### src/fpdc_pkg.sv
// ----------------------------------------------------------------------------
// fpdc_pkg: shared types and constants for the formation PD wheel controller
// Fixed-point widths, register indexes, sequencer states, divider interface.
// ----------------------------------------------------------------------------
package fpdc_pkg;

  localparam int SINE_TABLE_DEPTH = 1024;
  // angle quantization: keep the top log2(depth) bits of the turn phase
  localparam int TRIG_SHIFT = 16 - $clog2(SINE_TABLE_DEPTH);
  localparam logic [15:0] PHASE_MASK = 16'(16'hFFFF << TRIG_SHIFT);

  // quarter-wave sine polynomial coefficients
  localparam logic [15:0] SIN_A = 16'd25736;
  localparam logic [14:0] SIN_B = 15'd10512;
  localparam logic [14:0] SIN_C = 15'd1160;

  localparam int MUL_AW = 36;
  localparam int MUL_BW = 18;
  localparam int ACC_W  = 56;
  localparam int NUM_W  = 59;
  localparam int MAG_W  = NUM_W - 1;
  localparam int DEN_W  = 32;
  localparam int CNT_W  = $clog2(MAG_W + 1);

  localparam logic [2:0] CFG_PROP_GAIN    = 3'd0;
  localparam logic [2:0] CFG_DERIV_GAIN   = 3'd1;
  localparam logic [2:0] CFG_WHEEL_RADIUS = 3'd2;
  localparam logic [2:0] CFG_WHEEL_BASE   = 3'd3;
  localparam logic [2:0] CFG_POINT_OFFSET = 3'd4;
  localparam logic [2:0] CFG_SAMPLE_RATE  = 3'd5;
  localparam logic [2:0] CFG_SPEED_LIMIT  = 3'd6;

  typedef enum logic [4:0] {
    S_IDLE,
    S_SN0, S_SN1, S_SN2, S_SN3, S_SN4,
    S_GX0, S_GX1, S_GY0, S_GY1,
    S_DX, S_DY,
    S_UX0, S_UX1, S_UY0, S_UY1,
    S_V0, S_V1, S_W0, S_W1,
    S_VD, S_WL, S_DEN,
    S_DIVL, S_DWL, S_DIVR, S_DWR,
    S_FIN
  } state_t;

  typedef struct packed {
    logic                    start;
    logic signed [NUM_W-1:0] num;
    logic [DEN_W-1:0]        den;
  } div_req_t;

  typedef struct packed {
    logic                    busy;
    logic                    done;
    logic signed [NUM_W-1:0] quot;
  } div_rsp_t;

endpackage

### src/formation_pd_wheel_speed_controller.sv
// ----------------------------------------------------------------------------
// formation_pd_wheel_speed_controller: leader-follower PD wheel speed control
// World goal from leader pose and offset, PD on the position error, inverse
// kinematics to two saturated wheel speeds.
// ----------------------------------------------------------------------------
//  channel | handshake          | payload
//  --------+--------------------+------------------------------------------
//  in      | in_valid/in_ready  | robot, leader pose, offset (8 x 16b)
//  out     | out_valid/out_ready| left/right wheel speed, goal x/y (4 x 16b)
//  cfg     | cfg_we             | cfg_index (3b), cfg_data (16b)
//
//  Each beat runs the idle accept step, four sine passes and 17 MAC steps
//  on the one shared 36x18 multiplier, then two divides, each a start step,
//  58 serial steps and a done step, and then the finish. in_ready is high
//  only while the sequencer is idle. Reset (sync, low) restores register
//  defaults and clears the stored error. A result waiting on out_ready does
//  not block the next in beat; it stalls only the finish.
// ----------------------------------------------------------------------------
module formation_pd_wheel_speed_controller
  import fpdc_pkg::*;
(
  input  logic               clk,
  input  logic               rst_n,
  input  logic               in_valid,
  output logic               in_ready,
  input  logic signed [15:0] in_robot_x,
  input  logic signed [15:0] in_robot_y,
  input  logic signed [15:0] in_robot_yaw,
  input  logic signed [15:0] in_leader_x,
  input  logic signed [15:0] in_leader_y,
  input  logic signed [15:0] in_leader_yaw,
  input  logic signed [15:0] in_offset_x,
  input  logic signed [15:0] in_offset_y,
  output logic               out_valid,
  input  logic               out_ready,
  output logic signed [15:0] out_left_wheel_speed,
  output logic signed [15:0] out_right_wheel_speed,
  output logic signed [15:0] out_goal_x,
  output logic signed [15:0] out_goal_y,
  input  logic               cfg_we,
  input  logic [2:0]         cfg_index,
  input  logic [15:0]        cfg_data
);

  // config
  logic [15:0] prop_gain_r, deriv_gain_r, wheel_radius_r, wheel_base_r, point_offset_r;
  logic [13:0] sample_rate_r;
  logic [14:0] speed_limit_r;

  always_ff @(posedge clk) begin
    if (!rst_n) begin
      prop_gain_r    <= 16'd128;
      deriv_gain_r   <= 16'd128;
      wheel_radius_r <= 16'd410;
      wheel_base_r   <= 16'd2048;
      point_offset_r <= 16'd410;
      sample_rate_r  <= 14'd100;
      speed_limit_r  <= 15'd12288;
    end else if (cfg_we) begin
      case (cfg_index)
        CFG_PROP_GAIN:    prop_gain_r    <= cfg_data;
        CFG_DERIV_GAIN:   deriv_gain_r   <= cfg_data;
        CFG_WHEEL_RADIUS: wheel_radius_r <= cfg_data;
        CFG_WHEEL_BASE:   wheel_base_r   <= cfg_data;
        CFG_POINT_OFFSET: point_offset_r <= cfg_data;
        CFG_SAMPLE_RATE:  sample_rate_r  <= cfg_data[13:0];
        CFG_SPEED_LIMIT:  speed_limit_r  <= cfg_data[14:0];
        default: ;
      endcase
    end
  end

  function automatic logic signed [ACC_W-1:0] rnd14(input logic signed [ACC_W-1:0] a);
    return (a + ACC_W'(8192)) >>> 14;
  endfunction

  function automatic logic signed [15:0] sat16(input logic signed [ACC_W-1:0] a);
    if (a > ACC_W'(32767)) return 16'sh7FFF;
    if (a < -ACC_W'(32768)) return -16'sh8000;
    return a[15:0];
  endfunction

  function automatic logic signed [31:0] satu(input logic signed [ACC_W-1:0] a);
    if (a > ACC_W'(64'sh7FFF_FFFF)) return 32'sh7FFF_FFFF;
    if (a < -ACC_W'(64'sh7FFF_FFFF)) return -32'sh7FFF_FFFF;
    return a[31:0];
  endfunction

  state_t state_r, state_nxt;

  logic signed [15:0] rx_r, ry_r, ryaw_r, lx_r, ly_r, lyaw_r, ox_r, oy_r;
  logic [1:0]         tcnt_r, tcnt_nxt;
  logic signed [15:0] trig_r [4];   // leader sin, leader cos, robot sin, robot cos
  logic signed [15:0] trig_nxt [4];
  logic [14:0]        z2_r, z2_nxt;
  logic signed [ACC_W-1:0] acc_r, acc_nxt;
  logic signed [15:0] gx_r, gx_nxt, gy_r, gy_nxt;
  logic signed [32:0] dx_r, dx_nxt, dy_r, dy_nxt;
  logic signed [31:0] ux_r, ux_nxt, uy_r, uy_nxt;
  logic signed [33:0] v_r, v_nxt, w_r, w_nxt;
  logic signed [49:0] vd_r, vd_nxt, wl_r, wl_nxt;
  logic signed [15:0] ql_r, ql_nxt, qr_r, qr_nxt;
  logic signed [16:0] last_x_r, last_x_nxt, last_y_r, last_y_nxt;
  logic signed [15:0] out_left_r, out_right_r, out_gx_r, out_gy_r;
  logic               out_valid_r, out_load;

  logic signed [MUL_AW-1:0] mul_a;
  logic signed [MUL_BW-1:0] mul_b;
  logic signed [MUL_AW+MUL_BW-1:0] prod;
  logic signed [ACC_W-1:0] prod_ext, acc_sh, rd;

  logic signed [16:0] ex, ey;
  logic signed [17:0] ediff_x, ediff_y;
  logic [15:0]        ang, ph, dval, rval;
  logic [14:0]        zval, s_mag, in1;
  logic [15:0]        in2;
  logic signed [15:0] s_pos, s_val;
  logic signed [NUM_W-1:0] num_l, num_r, lim_s;
  logic               in_acc;

  div_req_t div_req;
  div_rsp_t div_rsp;

  fpdc_div u_div (
    .clk   (clk),
    .rst_n (rst_n),
    .req   (div_req),
    .rsp   (div_rsp)
  );

  assign in_ready = (state_r == S_IDLE);
  assign in_acc   = in_valid && in_ready;
  assign prod     = mul_a * mul_b;
  assign prod_ext = ACC_W'(prod);
  assign acc_sh   = acc_r >>> 14;
  assign rd       = rnd14(acc_r);

  always_comb begin
    ex      = 17'(gx_r) - 17'(rx_r);
    ey      = 17'(gy_r) - 17'(ry_r);
    ediff_x = 18'(ex) - 18'(last_x_r);
    ediff_y = 18'(ey) - 18'(last_y_r);
    // trig phase for the current sine pass
    ang   = tcnt_r[1] ? ryaw_r : lyaw_r;
    ph    = (ang & PHASE_MASK) + (tcnt_r[0] ? 16'h4000 : 16'h0000);
    zval  = ph[14] ? 15'd16384 - {1'b0, ph[13:0]} : {1'b0, ph[13:0]};
    in1   = SIN_B - acc_sh[14:0];
    in2   = SIN_A - acc_sh[15:0];
    s_mag = (acc_sh > ACC_W'(16384)) ? 15'd16384 : acc_sh[14:0];
    s_pos = signed'(16'(s_mag));
    s_val = ph[15] ? -s_pos : s_pos;
    dval  = (point_offset_r == 16'd0) ? 16'd1 : point_offset_r;
    rval  = (wheel_radius_r == 16'd0) ? 16'd1 : wheel_radius_r;
    num_l = (NUM_W'(vd_r) - NUM_W'(wl_r)) <<< 8;
    num_r = (NUM_W'(vd_r) + NUM_W'(wl_r)) <<< 8;
    lim_s = NUM_W'({1'b0, speed_limit_r});
  end

  // next state
  always_comb begin
    state_nxt = state_r;
    case (state_r)
      S_IDLE: if (in_acc) state_nxt = S_SN0;
      S_SN0:  state_nxt = S_SN1;
      S_SN1:  state_nxt = S_SN2;
      S_SN2:  state_nxt = S_SN3;
      S_SN3:  state_nxt = S_SN4;
      S_SN4:  state_nxt = (tcnt_r == 2'd3) ? S_GX0 : S_SN0;
      S_GX0:  state_nxt = S_GX1;
      S_GX1:  state_nxt = S_GY0;
      S_GY0:  state_nxt = S_GY1;
      S_GY1:  state_nxt = S_DX;
      S_DX:   state_nxt = S_DY;
      S_DY:   state_nxt = S_UX0;
      S_UX0:  state_nxt = S_UX1;
      S_UX1:  state_nxt = S_UY0;
      S_UY0:  state_nxt = S_UY1;
      S_UY1:  state_nxt = S_V0;
      S_V0:   state_nxt = S_V1;
      S_V1:   state_nxt = S_W0;
      S_W0:   state_nxt = S_W1;
      S_W1:   state_nxt = S_VD;
      S_VD:   state_nxt = S_WL;
      S_WL:   state_nxt = S_DEN;
      S_DEN:  state_nxt = S_DIVL;
      S_DIVL: state_nxt = S_DWL;
      S_DWL:  if (div_rsp.done) state_nxt = S_DIVR;
      S_DIVR: state_nxt = S_DWR;
      S_DWR:  if (div_rsp.done) state_nxt = S_FIN;
      S_FIN:  if (!out_valid_r || out_ready) state_nxt = S_IDLE;
      default: state_nxt = S_IDLE;
    endcase
  end

  // datapath control per step; acc holds the previous step's MAC result
  always_comb begin
    mul_a      = '0;
    mul_b      = '0;
    acc_nxt    = acc_r;
    tcnt_nxt   = tcnt_r;
    trig_nxt   = trig_r;
    z2_nxt     = z2_r;
    gx_nxt     = gx_r;
    gy_nxt     = gy_r;
    dx_nxt     = dx_r;
    dy_nxt     = dy_r;
    ux_nxt     = ux_r;
    uy_nxt     = uy_r;
    v_nxt      = v_r;
    w_nxt      = w_r;
    vd_nxt     = vd_r;
    wl_nxt     = wl_r;
    ql_nxt     = ql_r;
    qr_nxt     = qr_r;
    last_x_nxt = last_x_r;
    last_y_nxt = last_y_r;
    out_load   = 1'b0;
    div_req.start = 1'b0;
    div_req.num   = num_l;
    div_req.den   = acc_r[DEN_W-1:0];  // d*r stays in acc through both divides
    case (state_r)
      S_IDLE: tcnt_nxt = 2'd0;
      S_SN0: begin
        mul_a = MUL_AW'(zval); mul_b = MUL_BW'(zval); acc_nxt = prod_ext;
      end
      S_SN1: begin
        z2_nxt = acc_sh[14:0];
        mul_a = MUL_AW'(acc_sh[14:0]); mul_b = MUL_BW'(SIN_C); acc_nxt = prod_ext;
      end
      S_SN2: begin
        mul_a = MUL_AW'(z2_r); mul_b = MUL_BW'(in1); acc_nxt = prod_ext;
      end
      S_SN3: begin
        mul_a = MUL_AW'(zval); mul_b = MUL_BW'(in2); acc_nxt = prod_ext;
      end
      S_SN4: begin
        trig_nxt[tcnt_r] = s_val;
        tcnt_nxt = tcnt_r + 2'd1;
      end
      S_GX0: begin
        mul_a = MUL_AW'(ox_r); mul_b = MUL_BW'(trig_r[1]); acc_nxt = prod_ext;
      end
      S_GX1: begin
        mul_a = MUL_AW'(oy_r); mul_b = MUL_BW'(trig_r[0]); acc_nxt = acc_r - prod_ext;
      end
      S_GY0: begin
        gx_nxt = sat16(ACC_W'(lx_r) + rd);
        mul_a = MUL_AW'(ox_r); mul_b = MUL_BW'(trig_r[0]); acc_nxt = prod_ext;
      end
      S_GY1: begin
        mul_a = MUL_AW'(oy_r); mul_b = MUL_BW'(trig_r[1]); acc_nxt = acc_r + prod_ext;
      end
      S_DX: begin
        gy_nxt = sat16(ACC_W'(ly_r) + rd);
        mul_a = MUL_AW'(ediff_x); mul_b = MUL_BW'(sample_rate_r); acc_nxt = prod_ext;
      end
      S_DY: begin
        dx_nxt = acc_r[32:0];
        mul_a = MUL_AW'(ediff_y); mul_b = MUL_BW'(sample_rate_r); acc_nxt = prod_ext;
      end
      S_UX0: begin
        dy_nxt = acc_r[32:0];
        last_x_nxt = ex;
        last_y_nxt = ey;
        mul_a = MUL_AW'(ex); mul_b = MUL_BW'(prop_gain_r); acc_nxt = prod_ext;
      end
      S_UX1: begin
        mul_a = MUL_AW'(dx_r); mul_b = MUL_BW'(deriv_gain_r); acc_nxt = acc_r + prod_ext;
      end
      S_UY0: begin
        ux_nxt = satu(acc_r);
        mul_a = MUL_AW'(ey); mul_b = MUL_BW'(prop_gain_r); acc_nxt = prod_ext;
      end
      S_UY1: begin
        mul_a = MUL_AW'(dy_r); mul_b = MUL_BW'(deriv_gain_r); acc_nxt = acc_r + prod_ext;
      end
      S_V0: begin
        uy_nxt = satu(acc_r);
        mul_a = MUL_AW'(ux_r); mul_b = MUL_BW'(trig_r[3]); acc_nxt = prod_ext;
      end
      S_V1: begin
        mul_a = MUL_AW'(uy_r); mul_b = MUL_BW'(trig_r[2]); acc_nxt = acc_r + prod_ext;
      end
      S_W0: begin
        v_nxt = rd[33:0];
        mul_a = MUL_AW'(uy_r); mul_b = MUL_BW'(trig_r[3]); acc_nxt = prod_ext;
      end
      S_W1: begin
        mul_a = MUL_AW'(ux_r); mul_b = MUL_BW'(trig_r[2]); acc_nxt = acc_r - prod_ext;
      end
      S_VD: begin
        w_nxt = rd[33:0];
        mul_a = MUL_AW'(v_r); mul_b = MUL_BW'(dval); acc_nxt = prod_ext;
      end
      S_WL: begin
        vd_nxt = acc_r[49:0];
        mul_a = MUL_AW'(w_r); mul_b = MUL_BW'(wheel_base_r); acc_nxt = prod_ext;
      end
      S_DEN: begin
        wl_nxt = acc_r[49:0];
        mul_a = MUL_AW'(dval); mul_b = MUL_BW'(rval); acc_nxt = prod_ext;
      end
      S_DIVL: div_req.start = 1'b1;
      S_DWL: begin
        if (div_rsp.done) begin
          if (div_rsp.quot > lim_s) ql_nxt = lim_s[15:0];
          else if (div_rsp.quot < -lim_s) ql_nxt = 16'(-lim_s);
          else ql_nxt = div_rsp.quot[15:0];
        end
      end
      S_DIVR: begin
        div_req.start = 1'b1;
        div_req.num   = num_r;
      end
      S_DWR: begin
        if (div_rsp.done) begin
          if (div_rsp.quot > lim_s) qr_nxt = lim_s[15:0];
          else if (div_rsp.quot < -lim_s) qr_nxt = 16'(-lim_s);
          else qr_nxt = div_rsp.quot[15:0];
        end
      end
      S_FIN: out_load = !out_valid_r || out_ready;
      default: ;
    endcase
  end

  always_ff @(posedge clk) begin
    if (!rst_n) begin
      state_r     <= S_IDLE;
      out_valid_r <= 1'b0;
      last_x_r    <= '0;
      last_y_r    <= '0;
    end else begin
      state_r     <= state_nxt;
      out_valid_r <= out_load || (out_valid_r && !out_ready);
      last_x_r    <= last_x_nxt;
      last_y_r    <= last_y_nxt;
    end
    if (in_acc) begin
      rx_r   <= in_robot_x;
      ry_r   <= in_robot_y;
      ryaw_r <= in_robot_yaw;
      lx_r   <= in_leader_x;
      ly_r   <= in_leader_y;
      lyaw_r <= in_leader_yaw;
      ox_r   <= in_offset_x;
      oy_r   <= in_offset_y;
    end
    if (out_load) begin
      out_left_r  <= ql_r;
      out_right_r <= qr_r;
      out_gx_r    <= gx_r;
      out_gy_r    <= gy_r;
    end
    tcnt_r <= tcnt_nxt;
    trig_r <= trig_nxt;
    z2_r   <= z2_nxt;
    acc_r  <= acc_nxt;
    gx_r   <= gx_nxt;
    gy_r   <= gy_nxt;
    dx_r   <= dx_nxt;
    dy_r   <= dy_nxt;
    ux_r   <= ux_nxt;
    uy_r   <= uy_nxt;
    v_r    <= v_nxt;
    w_r    <= w_nxt;
    vd_r   <= vd_nxt;
    wl_r   <= wl_nxt;
    ql_r   <= ql_nxt;
    qr_r   <= qr_nxt;
  end

  assign out_valid             = out_valid_r;
  assign out_left_wheel_speed  = out_left_r;
  assign out_right_wheel_speed = out_right_r;
  assign out_goal_x            = out_gx_r;
  assign out_goal_y            = out_gy_r;

  a_busy_after_accept: assert property (@(posedge clk) disable iff (!rst_n)
    in_valid && in_ready |=> !in_ready)
    else $error("in_ready high right after an accepted beat");

  a_div_start_idle: assert property (@(posedge clk) disable iff (!rst_n)
    div_req.start |-> !div_rsp.busy)
    else $error("divider started while busy");

  a_out_from_fin: assert property (@(posedge clk) disable iff (!rst_n)
    $rose(out_valid) |-> $past(state_r == S_FIN))
    else $error("result posted outside the finish step");

endmodule

### src/fpdc_div.sv
// ----------------------------------------------------------------------------
// fpdc_div: restoring divider, signed numerator by unsigned nonzero divisor
// One quotient bit per cycle, truncates toward zero, done pulses at the end.
// ----------------------------------------------------------------------------
module fpdc_div
  import fpdc_pkg::*;
(
  input  logic     clk,
  input  logic     rst_n,
  input  div_req_t req,
  output div_rsp_t rsp
);

  logic             busy_r, busy_nxt;
  logic             done_r, done_nxt;
  logic             neg_r, neg_nxt;
  logic [CNT_W-1:0] cnt_r, cnt_nxt;
  logic [DEN_W-1:0] den_r, den_nxt;
  logic [DEN_W-1:0] rem_r, rem_nxt;
  logic [MAG_W-1:0] q_r, q_nxt;
  logic [DEN_W:0]   trial;
  logic [NUM_W-1:0] mag;
  logic             qbit;

  always_comb begin
    busy_nxt = busy_r;
    done_nxt = 1'b0;
    neg_nxt  = neg_r;
    cnt_nxt  = cnt_r;
    den_nxt  = den_r;
    rem_nxt  = rem_r;
    q_nxt    = q_r;
    qbit     = 1'b0;
    mag      = req.num[NUM_W-1] ? NUM_W'(-req.num) : NUM_W'(req.num);
    trial    = {rem_r, q_r[MAG_W-1]};
    if (req.start) begin
      neg_nxt  = req.num[NUM_W-1];
      den_nxt  = req.den;
      rem_nxt  = '0;
      q_nxt    = mag[MAG_W-1:0];
      cnt_nxt  = CNT_W'(MAG_W);
      busy_nxt = 1'b1;
    end else if (busy_r) begin
      if (trial >= {1'b0, den_r}) begin
        rem_nxt = DEN_W'(trial - {1'b0, den_r});
        qbit    = 1'b1;
      end else begin
        rem_nxt = trial[DEN_W-1:0];
      end
      q_nxt   = {q_r[MAG_W-2:0], qbit};
      cnt_nxt = cnt_r - 1'b1;
      if (cnt_r == CNT_W'(1)) begin
        busy_nxt = 1'b0;
        done_nxt = 1'b1;
      end
    end
  end

  always_ff @(posedge clk) begin
    if (!rst_n) begin
      busy_r <= 1'b0;
      done_r <= 1'b0;
      cnt_r  <= '0;
    end else begin
      busy_r <= busy_nxt;
      done_r <= done_nxt;
      cnt_r  <= cnt_nxt;
    end
    neg_r <= neg_nxt;
    den_r <= den_nxt;
    rem_r <= rem_nxt;
    q_r   <= q_nxt;
  end

  always_comb begin
    rsp.busy = busy_r;
    rsp.done = done_r;
    rsp.quot = neg_r ? -signed'({1'b0, q_r}) : signed'({1'b0, q_r});
  end

endmodule

### config.mk
export PLATFORM = sky130hd
export DESIGN_NAME = formation_pd_wheel_speed_controller
export DESIGN_NICKNAME = d
export VERILOG_FILES = /design/src/fpdc_pkg.sv /design/src/formation_pd_wheel_speed_controller.sv /design/src/fpdc_div.sv
export SDC_FILE = /design/constraint.sdc
export NUM_CORES = 2
export LEC_CHECK = 0
export BUFFER_PORTS_ARGS = -buffer_cell sky130_fd_sc_hd__buf_2
export CORE_MARGIN = 2
export CORE_UTILIZATION = 55
export CTS_CLUSTER_SIZE = 8
export DETAILED_ROUTE_END_ITERATION = 7
export GPL_ROUTABILITY_DRIVEN = 0
export PLACE_DENSITY_LB_ADDON = 0.08
export REMOVE_ABC_BUFFERS = 1
export SLEW_MARGIN = 10
export SYNTH_ARGS = -nofsm -noshare
export SYNTH_HDL_FRONTEND = slang
export SYNTH_SLANG_ARGS = --single-unit
### constraint.sdc
create_clock -name clk -period 19.37 [get_ports clk]
set_input_delay 1.937 -clock clk [delete_from_list [all_inputs] [get_ports clk]]
set_output_delay 1.937 -clock clk [all_outputs]
set_load 0.02 [all_outputs]
==> run_results.csv <==
group,metric,value,unit
run_status,run_status,"finished clean",
worst_setup_path,crit_type,"reg2reg",
routing,wl,260000,um
synthesis,ys_seq_area_share,32.7,%
cells_and_area,design_area,89800,um^2
cells_and_area,layout_common_cells,"1191 x nand2_1, 938 x inv_1, 770 x edfxtp_1",
routing,vias_per_cell,6.16,
timing,slew_violations,0,
worst_setup_path,crit_arrival,17800,ps
place,io_buffers,205,
clock_tree,cts_buffer_depth,3,
worst_setup_path,slowest_delay,980,ps
routing,vias,67700,
grt,grt_max_degree,98,
clock_tree,clock_sinks,959,
timing,fmax,57.8,MHz
grt,grt_pass1_vias,66100,
synthesis,yosysWarnings,0,
grt,track_usage,34.0,%
clock_tree,hold_buffers,0,
synthesis,yosysUniqueCellTypes,98,
synthesis,synth_mux_area_share,0.880,%
floorplanning,ios,218,
synthesis,synth_top_family_by_area,"adder cells",
floorplanning,die_h,391,um
timing,hold_viol_final,0,
clock_tree,clk_pin_slew_worst_paths,60,ps
cells_and_area,post-route-util,60.7,%
timing,setup_viol,0,
clock_tree,cts_buffers,140,
synthesis,synth_xor_xnor_area_share,5.94,%
clock_tree,htree_num_levels,4,
grt,grt_remaining_overflow,0,
synthesis,synth.cell_area,82200,um^2
floorplanning,num_rows,141,
grt,antenna_found_initial,12,
worst_setup_path,required,19860,ps
timing,period_share,89.4,%
routing,wl_per_cell,23.7,um
timing,max_slew_margin,16.3,%
routing,drt_pre_antenna_iters,6,
timing,rsz0062_at_grt,"no",
floorplanning,core,148000,um^2
worst_setup_path,endpoint_kind,"flop",
synthesis,synth_compound_area_share,15.9,%
clock_tree,cts_resized,0,
clock_tree,cts-root-buf,"clkbuf_16",
cells_and_area,layout-drive-gt1-share,7.49,%
grt,grt_pass1_wl,396000,um
timing,setup-tns-final,0,ps
cells_and_area,syn_to_final_growth,9.26,%
floorplanning,dieArea,153000,um^2
clock_tree,clk_latency,810,ps
worst_setup_path,worstSetupStartpointType,"flop",
routing,drt_iter0_markers,6827,
worst_setup_path,worst-path-max-fanout,18,
clock_tree,post-cts-setup-buffers,0,
timing,final.setup_skew,87.1,ps
floorplanning,start_util,55.5,%
synthesis,synth_area_per_cell,9.30,um^2
synthesis,synth_edf_count,770,
clock_tree,cts_tree,"yes",
timing,min_period,17310,ps
synthesis,ys_ff_latch,959,
worst_setup_path,ff2ff_path_depth,57,
place,placed_area,85500,um^2
place,pre_cts_slack,2550,ps
timing,tightest_slew,1220,ps
floorplanning,fp.dieW,391,um
worst_hold_path,min-delay-path-class,"reg2reg",
synthesis,synth_fa_ha_area_share,22.4,%
flow_run,cap_violations,0,
worst_setup_path,cp_common_cell,"fa_1",
cells_and_area,final_common_cell,"nand2_1",
synthesis,ys.flop_type,"edfxtp_1",
routing,drc,0,
synthesis,async_reset_ff_share,0,%
routing,ant_nets,0,
synthesis,yosys.area_share.simple,16.1,%
timing,worst_slack,2060,ps
worst_setup_path,cp_slowest_cell,"a311oi_1",
cells_and_area,nNetsFinal,10200,
synthesis,syn_inst,8837,
worst_hold_path,hold_depth,0,
place,place_hpwl,197000,um
worst paths after layout:
path,startpoint,endpoint,slack [ps]
worst max-delay path,gx_r[0],acc_r[55],2060
worst min-delay path,qr_r[11],out_right_wheel_speed[11],370
worst max register to register,gx_r[0],acc_r[55],2060
worst min register to register,qr_r[11],out_right_wheel_speed[11],370
registers in the layout, summed over array words and instances (netlist names), 17 cells and up:
signal,flops
trig_r,64
u_div.q_r,58
v_r,34
last_x_r,17
dx_r,33
acc_r,56
u_div.den_r,32
dy_r,33
uy_r,32
u_div.rem_r,32
vd_r,50
wl_r,50
last_y_r,17
ux_r,32
w_r,34
per-layer routing:
metal  wire length [um]  global-route usage [%]  vias to the layer above  share of wire, %
met2             119000                    54.4                     2990                46
met3              22900                    7.00                      688               8.8
met1             104000                    44.0                    33100                40
met4              14200                    16.7                       10               5.5
met5                 71                       0                        -             0.027
li1                   -                       -                    30900                 -
kinds of logic after synthesis:
kind of cell | count (synthesis)
AOI/OAI and AO/OA | 1986
xor gates and xnor gates | 557
adders and majority gates | 1108
buffers and inverters | 1330
DFF | 959
muxes | 68
and+or+nand+nor | 2829
cell type report:
cell class | instances | area [um^2]
inverters | 944 | 3540
multi-input cells | 6548 | 50500
clock buffers | 218 | 3830
well taps | 1930 | 2410
repair buffers | 350 | 2110
diodes | 8 | 20.0
clock inverters | 20 | 447
fillers | 12600 | 58200
flip-flops and latches | 959 | 26900
synth_stat cells, types with 16 or more instances:
master / count / area, um^2
o21a_1: 67 / 503
buf_1: 20 / 75.1
fa_1: 604 / 12100
o31ai_1: 56 / 420
nor2_1: 563 / 2110
ha_1: 504 / 6310
clkbuf_1: 363 / 1360
o41ai_1: 28 / 245
and2_1: 116 / 726
a21o_1: 200 / 1500
nor4_1: 63 / 394
nor3_1: 155 / 776
and3_1: 63 / 394
a31oi_1: 71 / 444
a211oi_1: 52 / 390
or4_1: 24 / 180
nor2b_1: 90 / 563
o2111ai_1: 18 / 158
a21oi_1: 479 / 2400
xor2_1: 200 / 1750
or3_1: 59 / 369
a221oi_1: 30 / 263
mux2i_1: 52 / 521
o22ai_1: 27 / 169
a22oi_1: 83 / 623
o21ai_0: 427 / 2140
nor3b_1: 18 / 135
inv_1: 941 / 3530
o211ai_1: 37 / 278
dfxtp_1: 189 / 3780
or2_2: 49 / 307
edfxtp_1: 770 / 23100
a21boi_0: 142 / 1070
and4_1: 16 / 140
nand3_1: 145 / 726
a2111oi_0: 20 / 175
nand2_1: 1192 / 4470
a222oi_1: 26 / 260
a22o_1: 18 / 158
o21bai_1: 47 / 353
xnor2_1: 357 / 3130
nand4_1: 104 / 651
nand2b_1: 105 / 657
metrics by stage:
step / hold WS (ps) / cells
after floorplan: 400 / 8451
after global placement: 401 / 10700
after detailed placement: 406 / 10700
after CTS: 382 / 11000
after global routing: 402 / 11000
final: 372 / 11000
worst max-delay path, delay by kind of cell (launching register included):
kind	cells	cell delay, ps
and+or+nand+nor	10	3060
DFF	1	350
muxes	1	240
buffers and inverters	6	700
adders and majority gates	11	4950
AOI/OAI and AO/OA	25	6590
xor gates and xnor gates	4	1050
Power is left out: the tool's default activity adds up to more than one toggle a clock period on the data nets, which glitch-free logic cannot reach.
